===== config.mk =====
export PLATFORM = sky130hd
export DESIGN_NAME = three_phase_pwm_dead_time
export DESIGN_NICKNAME = d
export VERILOG_FILES = /design/src/design/tpwm_pkg.sv /design/src/design/tpwm_period_div.sv /design/src/design/tpwm_phase.sv /design/src/design/three_phase_pwm_dead_time.sv
export SDC_FILE = /design/constraint.sdc
export NUM_CORES = 1
export LEC_CHECK = 0
export CAP_MARGIN = 10
export CORE_MARGIN = 1.5
export CORE_UTILIZATION = 30
export DETAILED_ROUTE_END_ITERATION = 10
export DONT_BUFFER_PORTS = 1
export PLACE_DENSITY = 0.49
export SLEW_MARGIN = 10
export SYNTH_ARGS = -nofsm -noshare
export SYNTH_HDL_FRONTEND = slang
export SYNTH_SLANG_ARGS = --single-unit

===== constraint.sdc =====
create_clock -name clk -period 6.43 [get_ports clk]
set_input_delay 0.3215 -clock clk [delete_from_list [all_inputs] [get_ports clk]]
set_output_delay 0.3215 -clock clk [all_outputs]
set_load 0.01 [all_outputs]

===== src/design/tpwm_pkg.sv =====
package tpwm_pkg;

  localparam int CLOCK_HZ_BITS = 28;
  localparam int FREQ_BITS     = 16;
  localparam int DEAD_BITS     = 7;
  localparam int DUTY_BITS     = 16;
  localparam int COUNT_OUT_BITS = 16;
  localparam int SEL_BITS      = 2;
  localparam int CFG_IDX_BITS  = 2;

  localparam logic [CLOCK_HZ_BITS-1:0] CLOCK_HZ_RESET = 28'd72000000;
  localparam logic [FREQ_BITS-1:0]     PWM_FREQ_RESET = 16'd20000;
  localparam logic [DEAD_BITS-1:0]     DEAD_RESET     = 7'd72;
  localparam logic [FREQ_BITS-1:0]     MIN_FREQ       = 16'd1200;
  localparam logic [15:0]              ADC_SPAN       = 16'd30000;

  localparam logic OP_TICK = 1'b0;
  localparam logic OP_SET  = 1'b1;

  typedef enum logic [1:0] {
    MODE_HIGH    = 2'd0,
    MODE_LOW     = 2'd1,
    MODE_DORMANT = 2'd2
  } mode_t;

  typedef enum logic [CFG_IDX_BITS-1:0] {
    REG_CLOCK_HZ   = 2'd0,
    REG_PWM_FREQ   = 2'd1,
    REG_DEAD_TICKS = 2'd2
  } cfg_reg_t;

  typedef struct packed {
    logic  tick;
    logic  load;
    mode_t mode;
  } phase_ctl_t;

endpackage


===== src/design/tpwm_period_div.sv =====
module tpwm_period_div #(
  parameter int COUNTER_BITS = 16
) (
  input  logic                                clk,
  input  logic                                rst_n,
  input  logic                                start,
  input  logic [tpwm_pkg::CLOCK_HZ_BITS-1:0]  clock_hz,
  input  logic [tpwm_pkg::FREQ_BITS-1:0]      pwm_freq_hz,
  output logic                                busy,
  output logic [COUNTER_BITS-1:0]             period_top
);
  import tpwm_pkg::*;

  localparam int STEP_BITS = $clog2(CLOCK_HZ_BITS + 1);
  localparam int RESET_PERIOD = CLOCK_HZ_RESET / PWM_FREQ_RESET;

  logic [STEP_BITS-1:0]           step_r;
  logic [CLOCK_HZ_BITS-1:0]       quo_r;
  logic [CLOCK_HZ_BITS-1:0]       quo_nxt;
  logic [FREQ_BITS-1:0]           rem_r;
  logic [FREQ_BITS-1:0]           rem_nxt;
  logic [FREQ_BITS-1:0]           divisor_r;
  logic [FREQ_BITS:0]             trial;
  logic                           qbit;
  logic [COUNTER_BITS+CLOCK_HZ_BITS-1:0] quo_ext;
  logic [COUNTER_BITS-1:0]        period_top_r;

  always_comb begin
    trial   = {rem_r, quo_r[CLOCK_HZ_BITS-1]};
    qbit    = (trial >= {1'b0, divisor_r});
    rem_nxt = qbit ? FREQ_BITS'(trial - {1'b0, divisor_r}) : trial[FREQ_BITS-1:0];
    quo_nxt = {quo_r[CLOCK_HZ_BITS-2:0], qbit};
    quo_ext = {{COUNTER_BITS{1'b0}}, quo_nxt};
  end

  always_ff @(posedge clk) begin
    if (!rst_n) begin
      step_r       <= '0;
      period_top_r <= COUNTER_BITS'(RESET_PERIOD);
    end else if (start) begin
      step_r <= STEP_BITS'(CLOCK_HZ_BITS);
    end else if (step_r != '0) begin
      step_r <= step_r - 1'b1;
      if (step_r == STEP_BITS'(1)) begin
        period_top_r <= quo_ext[COUNTER_BITS-1:0];
      end
    end
  end

  always_ff @(posedge clk) begin
    if (start) begin
      quo_r     <= clock_hz;
      rem_r     <= '0;
      divisor_r <= (pwm_freq_hz < MIN_FREQ) ? MIN_FREQ : pwm_freq_hz;
    end else if (step_r != '0) begin
      quo_r <= quo_nxt;
      rem_r <= rem_nxt;
    end
  end

  assign busy       = (step_r != '0);
  assign period_top = period_top_r;

endmodule


===== src/design/tpwm_phase.sv =====
module tpwm_phase #(
  parameter int COUNTER_BITS = 16
) (
  input  logic                            clk,
  input  logic                            rst_n,
  input  tpwm_pkg::phase_ctl_t            ctl,
  input  logic [COUNTER_BITS-1:0]         compare_in,
  input  logic [COUNTER_BITS-1:0]         count,
  input  logic [tpwm_pkg::DEAD_BITS-1:0]  dead_ticks,
  output logic                            gate_high,
  output logic                            gate_low
);
  import tpwm_pkg::*;

  mode_t                   mode_r;
  logic [COUNTER_BITS-1:0] cmp_r;
  logic                    ref_prev_r;
  logic [DEAD_BITS-1:0]    dead_r;
  logic [DEAD_BITS-1:0]    dead_nxt;
  logic [DEAD_BITS-1:0]    dead_eff;
  logic                    ref_now;
  logic                    below;

  always_comb begin
    below = (count < cmp_r);
    unique case (mode_r)
      MODE_HIGH: ref_now = below;
      MODE_LOW:  ref_now = !below;
      default:   ref_now = 1'b0;
    endcase
    dead_eff  = (ref_now != ref_prev_r) ? dead_ticks : dead_r;
    gate_high = 1'b0;
    gate_low  = 1'b0;
    if (dead_eff != '0) begin
      dead_nxt = dead_eff - 1'b1;
    end else begin
      dead_nxt = '0;
      if (mode_r != MODE_DORMANT) begin
        gate_high = ref_now;
        gate_low  = !ref_now;
      end
    end
  end

  always_ff @(posedge clk) begin
    if (!rst_n) begin
      mode_r     <= MODE_DORMANT;
      cmp_r      <= '0;
      ref_prev_r <= 1'b0;
      dead_r     <= '0;
    end else begin
      if (ctl.load) begin
        mode_r <= ctl.mode;
        if (ctl.mode != MODE_DORMANT) begin
          cmp_r <= compare_in;
        end
      end
      if (ctl.tick) begin
        ref_prev_r <= ref_now;
        dead_r     <= dead_nxt;
      end
    end
  end

endmodule


===== src/design/three_phase_pwm_dead_time.sv =====
// Three-phase complementary PWM generator with dead time for a motor bridge.
// Each input word is either a timer tick or a phase set command; every word
// produces exactly one result word carrying the six gate drives, the ADC
// trigger and the counter value that the word saw.
// Both channels use valid/stall. A word accepted on the input passes through
// the input register to the result register; one word per cycle is sustained
// while out_stall stays low and the divider is idle. When out_stall is high
// the result register holds and the input register fills, then in_stall rises.
// A write to clock_hz or pwm_freq_hz reruns the period divider, which retires
// one quotient bit per cycle: in_stall is high from the write until it is done.
// The user must write configuration only while no words are in flight; the block itself does not enforce it.
// After reset the period is 3600, every phase is dormant, all compare values
// are zero and the counter starts at zero; no clearing pass is needed.
module three_phase_pwm_dead_time #(
  parameter int COUNTER_BITS = 16,
  parameter int PHASE_COUNT  = 3
) (
  input  logic                                 clk,
  input  logic                                 rst_n,
  input  logic                                 cfg_we,
  input  logic [tpwm_pkg::CFG_IDX_BITS-1:0]    cfg_index,
  input  logic [tpwm_pkg::CLOCK_HZ_BITS-1:0]   cfg_wdata,
  input  logic                                 in_valid,
  output logic                                 in_stall,
  input  logic                                 in_op,
  input  logic [tpwm_pkg::SEL_BITS-1:0]        in_phase_sel,
  input  logic [1:0]                           in_drive_mode,
  input  logic [tpwm_pkg::DUTY_BITS-1:0]       in_duty,
  output logic                                 out_valid,
  input  logic                                 out_stall,
  output logic                                 out_gate_high_a,
  output logic                                 out_gate_low_a,
  output logic                                 out_gate_high_b,
  output logic                                 out_gate_low_b,
  output logic                                 out_gate_high_c,
  output logic                                 out_gate_low_c,
  output logic                                 out_adc_trigger,
  output logic [tpwm_pkg::COUNT_OUT_BITS-1:0]  out_count_now
);
  import tpwm_pkg::*;

  logic [CLOCK_HZ_BITS-1:0] clock_hz_r;
  logic [FREQ_BITS-1:0]     pwm_freq_r;
  logic [DEAD_BITS-1:0]     dead_ticks_r;
  logic                     div_start_r;
  logic                     div_busy;
  logic [COUNTER_BITS-1:0]  period_top;

  logic                     s1_valid_r;
  logic                     s1_op_r;
  logic [SEL_BITS-1:0]      s1_sel_r;
  logic [1:0]               s1_mode_r;
  logic [DUTY_BITS-1:0]     s1_duty_r;
  logic                     in_take;
  logic                     advance;
  logic                     fire;
  logic                     tick_fire;
  logic                     set_fire;
  mode_t                    set_mode;

  logic [COUNTER_BITS-1:0]  count_r;
  logic [COUNTER_BITS-1:0]  count_nxt;
  logic [COUNTER_BITS-1:0]  adc_cmp_r;
  logic [COUNTER_BITS+15:0] cmp_prod;
  logic [COUNTER_BITS-1:0]  cmp_val;
  logic [31:0]              adc_prod;
  logic [COUNTER_BITS+15:0] adc_ext;
  logic [COUNTER_BITS+15:0] count_ext;
  logic                     sel_ok;

  logic [PHASE_COUNT-1:0]   hi_vec;
  logic [PHASE_COUNT-1:0]   lo_vec;
  logic [PHASE_COUNT+2:0]   hi_pad;
  logic [PHASE_COUNT+2:0]   lo_pad;

  logic                     out_valid_r;
  logic [5:0]               out_gates_r;
  logic                     out_adc_r;
  logic [COUNT_OUT_BITS-1:0] out_count_r;

  always_ff @(posedge clk) begin
    if (!rst_n) begin
      clock_hz_r   <= CLOCK_HZ_RESET;
      pwm_freq_r   <= PWM_FREQ_RESET;
      dead_ticks_r <= DEAD_RESET;
      div_start_r  <= 1'b0;
    end else begin
      div_start_r <= 1'b0;
      if (cfg_we) begin
        unique case (cfg_index)
          REG_CLOCK_HZ: begin
            clock_hz_r  <= cfg_wdata;
            div_start_r <= 1'b1;
          end
          REG_PWM_FREQ: begin
            pwm_freq_r  <= cfg_wdata[FREQ_BITS-1:0];
            div_start_r <= 1'b1;
          end
          REG_DEAD_TICKS: dead_ticks_r <= cfg_wdata[DEAD_BITS-1:0];
          default: ;
        endcase
      end
    end
  end

  tpwm_period_div #(
    .COUNTER_BITS(COUNTER_BITS)
  ) u_div (
    .clk        (clk),
    .rst_n      (rst_n),
    .start      (div_start_r),
    .clock_hz   (clock_hz_r),
    .pwm_freq_hz(pwm_freq_r),
    .busy       (div_busy),
    .period_top (period_top)
  );

  assign advance   = !out_valid_r || !out_stall;
  assign in_stall  = div_start_r || div_busy || (s1_valid_r && !advance);
  assign in_take   = in_valid && !in_stall;
  assign fire      = s1_valid_r && advance;
  assign tick_fire = fire && (s1_op_r == OP_TICK);
  assign set_fire  = fire && (s1_op_r == OP_SET);

  always_ff @(posedge clk) begin
    if (!rst_n) begin
      s1_valid_r <= 1'b0;
    end else if (in_take) begin
      s1_valid_r <= 1'b1;
    end else if (advance) begin
      s1_valid_r <= 1'b0;
    end
  end

  always_ff @(posedge clk) begin
    if (in_take) begin
      s1_op_r   <= in_op;
      s1_sel_r  <= in_phase_sel;
      s1_mode_r <= in_drive_mode;
      s1_duty_r <= in_duty;
    end
  end

  always_comb begin
    unique case (s1_mode_r)
      MODE_HIGH: set_mode = MODE_HIGH;
      MODE_LOW:  set_mode = MODE_LOW;
      default:   set_mode = MODE_DORMANT;
    endcase
    sel_ok    = (32'(s1_sel_r) < PHASE_COUNT);
    cmp_prod  = {{COUNTER_BITS{1'b0}}, s1_duty_r} *
                {16'b0, period_top};
    cmp_val   = cmp_prod[COUNTER_BITS+15:16];
    adc_prod  = {16'b0, s1_duty_r} * {16'b0, ADC_SPAN};
    adc_ext   = {{COUNTER_BITS{1'b0}}, adc_prod[31:16]};
    count_ext = {16'b0, count_r};
    count_nxt = (count_r == period_top) ? '0 : count_r + 1'b1;
  end

  always_ff @(posedge clk) begin
    if (!rst_n) begin
      count_r   <= '0;
      adc_cmp_r <= '0;
    end else begin
      if (tick_fire) begin
        count_r <= count_nxt;
      end
      if (set_fire && sel_ok && set_mode != MODE_DORMANT) begin
        adc_cmp_r <= adc_ext[COUNTER_BITS-1:0];
      end
    end
  end

  for (genvar p = 0; p < PHASE_COUNT; p++) begin : g_phase
    phase_ctl_t ctl;
    always_comb begin
      ctl.tick = tick_fire;
      ctl.load = set_fire && (32'(s1_sel_r) == p);
      ctl.mode = set_mode;
    end
    tpwm_phase #(
      .COUNTER_BITS(COUNTER_BITS)
    ) u_phase (
      .clk       (clk),
      .rst_n     (rst_n),
      .ctl       (ctl),
      .compare_in(cmp_val),
      .count     (count_r),
      .dead_ticks(dead_ticks_r),
      .gate_high (hi_vec[p]),
      .gate_low  (lo_vec[p])
    );
  end

  assign hi_pad = {3'b000, hi_vec};
  assign lo_pad = {3'b000, lo_vec};

  always_ff @(posedge clk) begin
    if (!rst_n) begin
      out_valid_r <= 1'b0;
    end else if (advance) begin
      out_valid_r <= s1_valid_r;
    end
  end

  always_ff @(posedge clk) begin
    if (fire) begin
      out_count_r <= count_ext[COUNT_OUT_BITS-1:0];
      if (s1_op_r == OP_TICK) begin
        out_gates_r <= {lo_pad[2], hi_pad[2], lo_pad[1], hi_pad[1], lo_pad[0], hi_pad[0]};
        out_adc_r   <= (count_r == adc_cmp_r);
      end else begin
        out_gates_r <= '0;
        out_adc_r   <= 1'b0;
      end
    end
  end

  assign out_valid       = out_valid_r;
  assign out_gate_high_a = out_gates_r[0];
  assign out_gate_low_a  = out_gates_r[1];
  assign out_gate_high_b = out_gates_r[2];
  assign out_gate_low_b  = out_gates_r[3];
  assign out_gate_high_c = out_gates_r[4];
  assign out_gate_low_c  = out_gates_r[5];
  assign out_adc_trigger = out_adc_r;
  assign out_count_now   = out_count_r;

  a_no_shoot_through: assert property (@(posedge clk) disable iff (!rst_n)
    out_valid_r |-> !(out_gates_r[0] && out_gates_r[1]) &&
                    !(out_gates_r[2] && out_gates_r[3]) &&
                    !(out_gates_r[4] && out_gates_r[5]))
    else $error("high and low gate of one phase both on");

  a_set_holds_count: assert property (@(posedge clk) disable iff (!rst_n)
    set_fire |=> $stable(count_r))
    else $error("counter moved on a set word");

  a_div_runs: assert property (@(posedge clk) disable iff (!rst_n)
    div_start_r |=> div_busy)
    else $error("period divider did not start");

  a_stage_holds: assert property (@(posedge clk) disable iff (!rst_n)
    s1_valid_r && out_valid_r && out_stall |=> s1_valid_r && out_valid_r)
    else $error("word dropped while output stalled");

endmodule


---- After elaboration in Yosys (flattened, before gate mapping) ----
Index checks and enable logic that the tools add are counted.
storage, ports and cells
  register bits after elaboration ......... 288
  input port bits ......................... 56
  output and inout bits ................... 25
  word-level logic and storage cells ...... 140
cells by class
  add/sub/neg operators ................... 6
  multipliers ............................. 2
  $lt $le $gt $ge ......................... 6
  eq/ne operators ......................... 18
  mux-type cells .......................... 19
  bitwise operators ....................... 6
  reductions and logical operators ........ 48
operators with widths
  operator                                                                        count
  28-bit two-way mux                                                              2
  16-bit less-than comparator                                                     3
  7-bit two-way mux                                                               6
  16-bit by 16-bit multiplier with 32-bit output                                  1
  16-bit two-way mux                                                              2
  16-bit by 11-bit multiplier with 27-bit output, second input constant           1
  7-bit nonzero test                                                              3
  7-bit by 1-bit subtractor with 7-bit output, second input constant              3
  17-bit by 16-bit greater-or-equal comparator with 1-bit output                  1
  16-bit by 1-bit adder with 16-bit output, second input constant                 1
  16-bit by 15-bit equality test with 1-bit output                                1
  16-bit equality test                                                            1
  16-bit by 11-bit less-than comparator with 1-bit output, second input constant  1
  16-bit subtractor                                                               1
  2-bit AND reduction                                                             7
  2-bit by 1-bit equality test with 1-bit output, second input constant           6
  2-bit logical NOT                                                               6
  1-bit logical AND                                                               10
  1-bit logical NOT                                                               10
  5-bit two-way mux                                                               2
  3-bit OR reduction                                                              3
  2-bit inequality test, second input constant                                    4
  1-bit NOT                                                                       6
  1-bit one-hot mux with 2 select lines                                           3
  12 further kinds                                                                21

---- Depth between registers and ports, before layout ----
  depth in word-level cells ............... 8
  gate-level depth with buffers ........... 25
  mapped depth without buffers ............ 23

---- By module ----
Synthesis repeated with hierarchy kept, for this count alone.
unflattened totals
  cell total of the unflattened synthesis .. 2794
  area, all modules ....................... 25943.6 µm²
by module, submodules not included
  module                               times used  cells each  area each (µm²)  seq. area each (µm²)
  three_phase_pwm_dead_time            1           1772        16495.8          3022.9
  tpwm_period_div                      1           410         4220.3           2062.0
  tpwm_phase (g_phase[0].u_phase ...)  2           204         1742.9           520.5
  tpwm_phase (g_phase[2].u_phase)      1           204         1741.7           520.5

---- Worst setup path after synthesis ----
OpenSTA, ideal clock, no wires.
  path kind ............................... register -> register
  start ................................... register s1_duty_r[9]
  end ..................................... register g_phase[0].u_phase.cmp_r[8]
  setup time .............................. 125 ps
  data arrival time ....................... 6620 ps
  required time ........................... 6305 ps
  setup slack ............................. -316 ps
  stages on the path, launching flop included .. 22
  buffers on the path ..................... 1
  clock period less this slack ............ 6746 ps
  cells stage by stage .................... edfxtp_1 clkbuf_1 nand2_1 fa_1 fa_1 fa_1 inv_1 fa_1 fa_1 inv_1 fa_1 inv_1 ha_1 a211oi_1 a21oi_1 a41o_1 a2111oi_0 o31ai_1 a21o_1 a21oi_1 xor2_1 o21ai_0
on the way
  word-level cells in the longest chain between the ends .. 1
ends and longest elaborated chain
  element                                         line                              text
  start, declared                                 three_phase_pwm_dead_time.sv:53   logic [DUTY_BITS-1:0] s1_duty_r;
  start signal, assigned                          three_phase_pwm_dead_time.sv:140  s1_duty_r <= in_duty;
  16-bit by 16-bit multiplier with 32-bit output  three_phase_pwm_dead_time.sv:151  cmp_prod = {{COUNTER_BITS{1'b0}}, s1_duty_r} *
  end signal, assigned                            tpwm_phase.sv:55                  cmp_r <= compare_in;
  end, declared                                   tpwm_phase.sv:16                  logic [COUNTER_BITS-1:0] cmp_r;
No other way between the ends.
A chain may end at the register's enable or synchronous reset.

---- Final worst setup path ----
  start ................................... register s1_duty_r[8]
  end ..................................... register g_phase[1].u_phase.cmp_r[12]
on the way
  word-level cells in the longest chain between the ends .. 1
ends and longest elaborated chain
  element                                         line
  16-bit by 16-bit multiplier with 32-bit output  three_phase_pwm_dead_time.sv:151
  end signal, assigned                            tpwm_phase.sv:55
  end, declared                                   tpwm_phase.sv:16
No other way between the ends.

==> flow_metrics.py <==
metrics = {
    "clock_tree": {
        "cts_root_buffer": "clkbuf_16",
        "clkLatencyLatePin_ns": 0.56,
        "numCtsBuffers": 37,
        "clk_pin_slew_worst_paths_ns": 0.06,
        "clk_path_buf_depth": 3,
        "h-tree-depth": 2,
        "clock-sinks": 288,
        "cts_tree": "done",
    },
    "drt": {
        "route.met2.wl_um": 32470,
        "num_vias": 18926,
        "drt_pass1_iterations": 5,
        "drc": 0,
        "drtIter0Drc": 1157,
        "wl_um": 69870,
        "highest_layer": "met5",
        "antenna_left": 0,
        "viasPerCell": 4.863,
        "met3_wirelength_um": 3107,
        "wl_per_cell_um": 17.95,
        "wl_met1_um": 32150,
    },
    "sta": {
        "max_freq_mhz": 158.7,
        "tightest_slew_ns": 1.184,
        "hold_viol": 0,
        "slew_viol_final": 0,
        "setup_violations": 0,
        "period_share_pct": 97.97,
        "period_minus_slack_ns": 6.300,
        "slew_headroom_pct": 20.97,
        "worst_clock_skew_ns": 0.02401,
    },
    "hold_path": {
        "hold_end": "g_phase[1].u_phase.cmp_r[13]",
        "hp-start": "rst_n",
        "hold_path_depth": 2,
        "hold_path.class": "input pin to flip-flop",
    },
    "critical_path": {
        "worstSetupPathType": "flip-flop to flip-flop",
        "critPathMaxFanout": 4,
        "crit_arrival_ns": 6.77,
        "r2r_end": "g_phase[1].u_phase.cmp_r[12]",
        "max_stage_delay_ns": 0.55,
        "r2r-start": "s1_duty_r[8]",
        "startpoint_type": "flip-flop",
        "cp.required_ns": 6.90,
        "slowest_stage": "fa_1",
        "path_common_cell": "fa_1",
        "r2r_cells": 25,
        "r2r_slack_ns": 0.13,
        "end_kind": "flip-flop",
    },
    "logic_synthesis": {
        "syn_nets": 3238,
        "yosysSeqAreaShare_pct": 27.03,
        "yosysWarnings": 0,
        "async_flop_share_pct": 0,
        "synth.distinct_cells": 65,
        "synth-edff-count": 88,
        "syn_area_um2": 24580,
        "syn_avg_cell_area_um2": 9.156,
        "synthFlopType": "dfxtp_1",
        "ys_ff_latch": 288,
        "synthCells": 2685,
    },
    "cells_and_area": {
        "filler_cell_count": 8205,
        "finalNetCount": 3355,
        "drive_gt1_share_pct": 11.59,
        "final_cell_mix": "nand2_1, inv_1, fa_1",
        "layout.cells.most_common": "nand2_1",
        "area_growth_syn_to_layout_pct": 17.66,
        "stdcell_area_um2": 28930,
    },
    "global_routing": {
        "grt_use_total_pct": 17.01,
        "grt_pass1_vias": 19766,
        "grt.overflow.total": 0,
        "grt_first_pass_wirelength_um": 111000,
        "grt_max_degree": 76,
        "antenna_found_initial": 2,
    },
    "floorplan": {
        "ios": 81,
        "start_util_pct": 30.42,
        "dieWidth_um": 289.3,
        "placementRows": 104,
        "die_h_um": 289.3,
        "dieArea_um2": 83680,
        "fp.coreArea_um2": 80810,
    },
    "place": {
        "gp_congestion": 0.8442,
        "dpl_cell_area_um2": 26390,
        "hpwl_um": 52190,
        "portBuffers": 0,
    },
    "status": {
        "status": "finished clean",
    },
    "flow_run": {
        "maxCapViolCount": 0,
    },
}
## cells by family after synthesis
kind of cell	share of synthesized area [%]
muxes	2.926
adders and majority gates	33.05
AOI/OAI and AO/OA	9.288
xor gates and xnor gates	3.420
buffers and inverters	8.051
and+or+nand+nor	16.23
DFF	27.03
## worst max-delay path, delay by kind of cell (launching register included)
kind            cells  cell delay [ns]
compound gates      5             0.89
xor+xnor            1             0.13
fa+ha+maj           7             3.38
buf+inv             8             0.82
flops               1             0.42
simple gates        4             0.55
## through the flow
step / setup TNS (ns) / hold slack, ns / worst slack, ns / instances / util (%)
2_1_floorplan: 0 / 0.3973 / 0.003093 / 2685 / -
3_3_place_gp: -0.2071 / 0.3933 / -0.04224 / 3737 / 32.65
3_5_place_dp: -1.054 / 0.3923 / -0.1242 / 3737 / 32.65
4_1_cts: 0 / 0.002608 / 0.005218 / 3868 / 35.15
5_1_grt: -0.2413 / 0.03097 / -0.04865 / 3891 / 35.79
6_report: 0 / 0.03528 / 0.1303 / 3892 / 35.80
## worst max-delay path by stage
| stage | from | endpoint | depth (start not counted) |
|---|---|---|---|
| after global placement | s1_duty_r[5] | g_phase[0].u_phase.cmp_r[15] | 22 |
| after floorplan | s1_duty_r[10] | g_phase[0].u_phase.cmp_r[8] | 21 |
| after detailed placement | s1_duty_r[5] | g_phase[0].u_phase.cmp_r[8] | 22 |
| after global routing | s1_duty_r[8] | g_phase[1].u_phase.cmp_r[12] | 25 |
| final | s1_duty_r[8] | g_phase[1].u_phase.cmp_r[12] | 25 |
| after CTS | s1_duty_r[5] | g_phase[2].u_phase.cmp_r[15] | 24 |
## per-layer routing
metal / global-route usage (%) / up-vias
li1: - / 9024
met1: 22.92 / 9393
met2: 28.07 / 398
met3: 2.457 / 109
met4: 5.247 / 2
met5: 0 / -
## state kept, by name, indices dropped and copies added, names as in the netlist, 21 cells and up
register	flops
g_phase.u_phase.dead_r	21
clock_hz_r	28
u_div.quo_r	28
g_phase.u_phase.cmp_r	48
## repair_timing
item / CTS / global route
resized for setup: 9 / 85
endpoints found under the hold margin: 124 / 0
pin swaps: 6 / 51
setup endpoints to repair: 18 / 42
hold buffers: 58 / 0
setup buffers: 5 / 22
cloned: 0 / 1
## cells in the mapped netlist, types with 21 or more instances
master | instances | share of area (%)
a21o_1 | 23 | 0.70
nor2_1 | 104 | 1.6
xor2_1 | 42 | 1.5
a21oi_1 | 146 | 3.0
clkbuf_1 | 112 | 1.7
nand2_1 | 392 | 6.0
nand4_1 | 22 | 0.56
edfxtp_1 | 88 | 11
o21ai_0 | 72 | 1.5
nand3_1 | 73 | 1.5
and2_1 | 125 | 3.2
nor3_1 | 38 | 0.77
ha_1 | 243 | 12
mux2_2 | 33 | 1.5
xnor2_1 | 54 | 1.9
dfxtp_1 | 200 | 16
nor2b_1 | 21 | 0.53
inv_1 | 395 | 6.0
fa_1 | 254 | 21
a211oi_1 | 25 | 0.76
mux2i_1 | 29 | 1.2
## cell type report
cell class	instances	area [µm²]	share of cell area (%)
Clock inverter	24	320.3	1.107
Sequential cell	288	6654	23.00
Timing Repair Buffer	206	1810	6.259
Clock buffer	44	1015	3.508
Multi-Input combinational cell	1874	16310	56.40
Tap cell	1060	1326	4.585
Antenna cell	1	2.502	0.008651
Inverter	395	1484	5.130
Power is left out: the tool's default activity adds up to more than one toggle a clock period on the data nets, which glitch-free logic cannot reach.
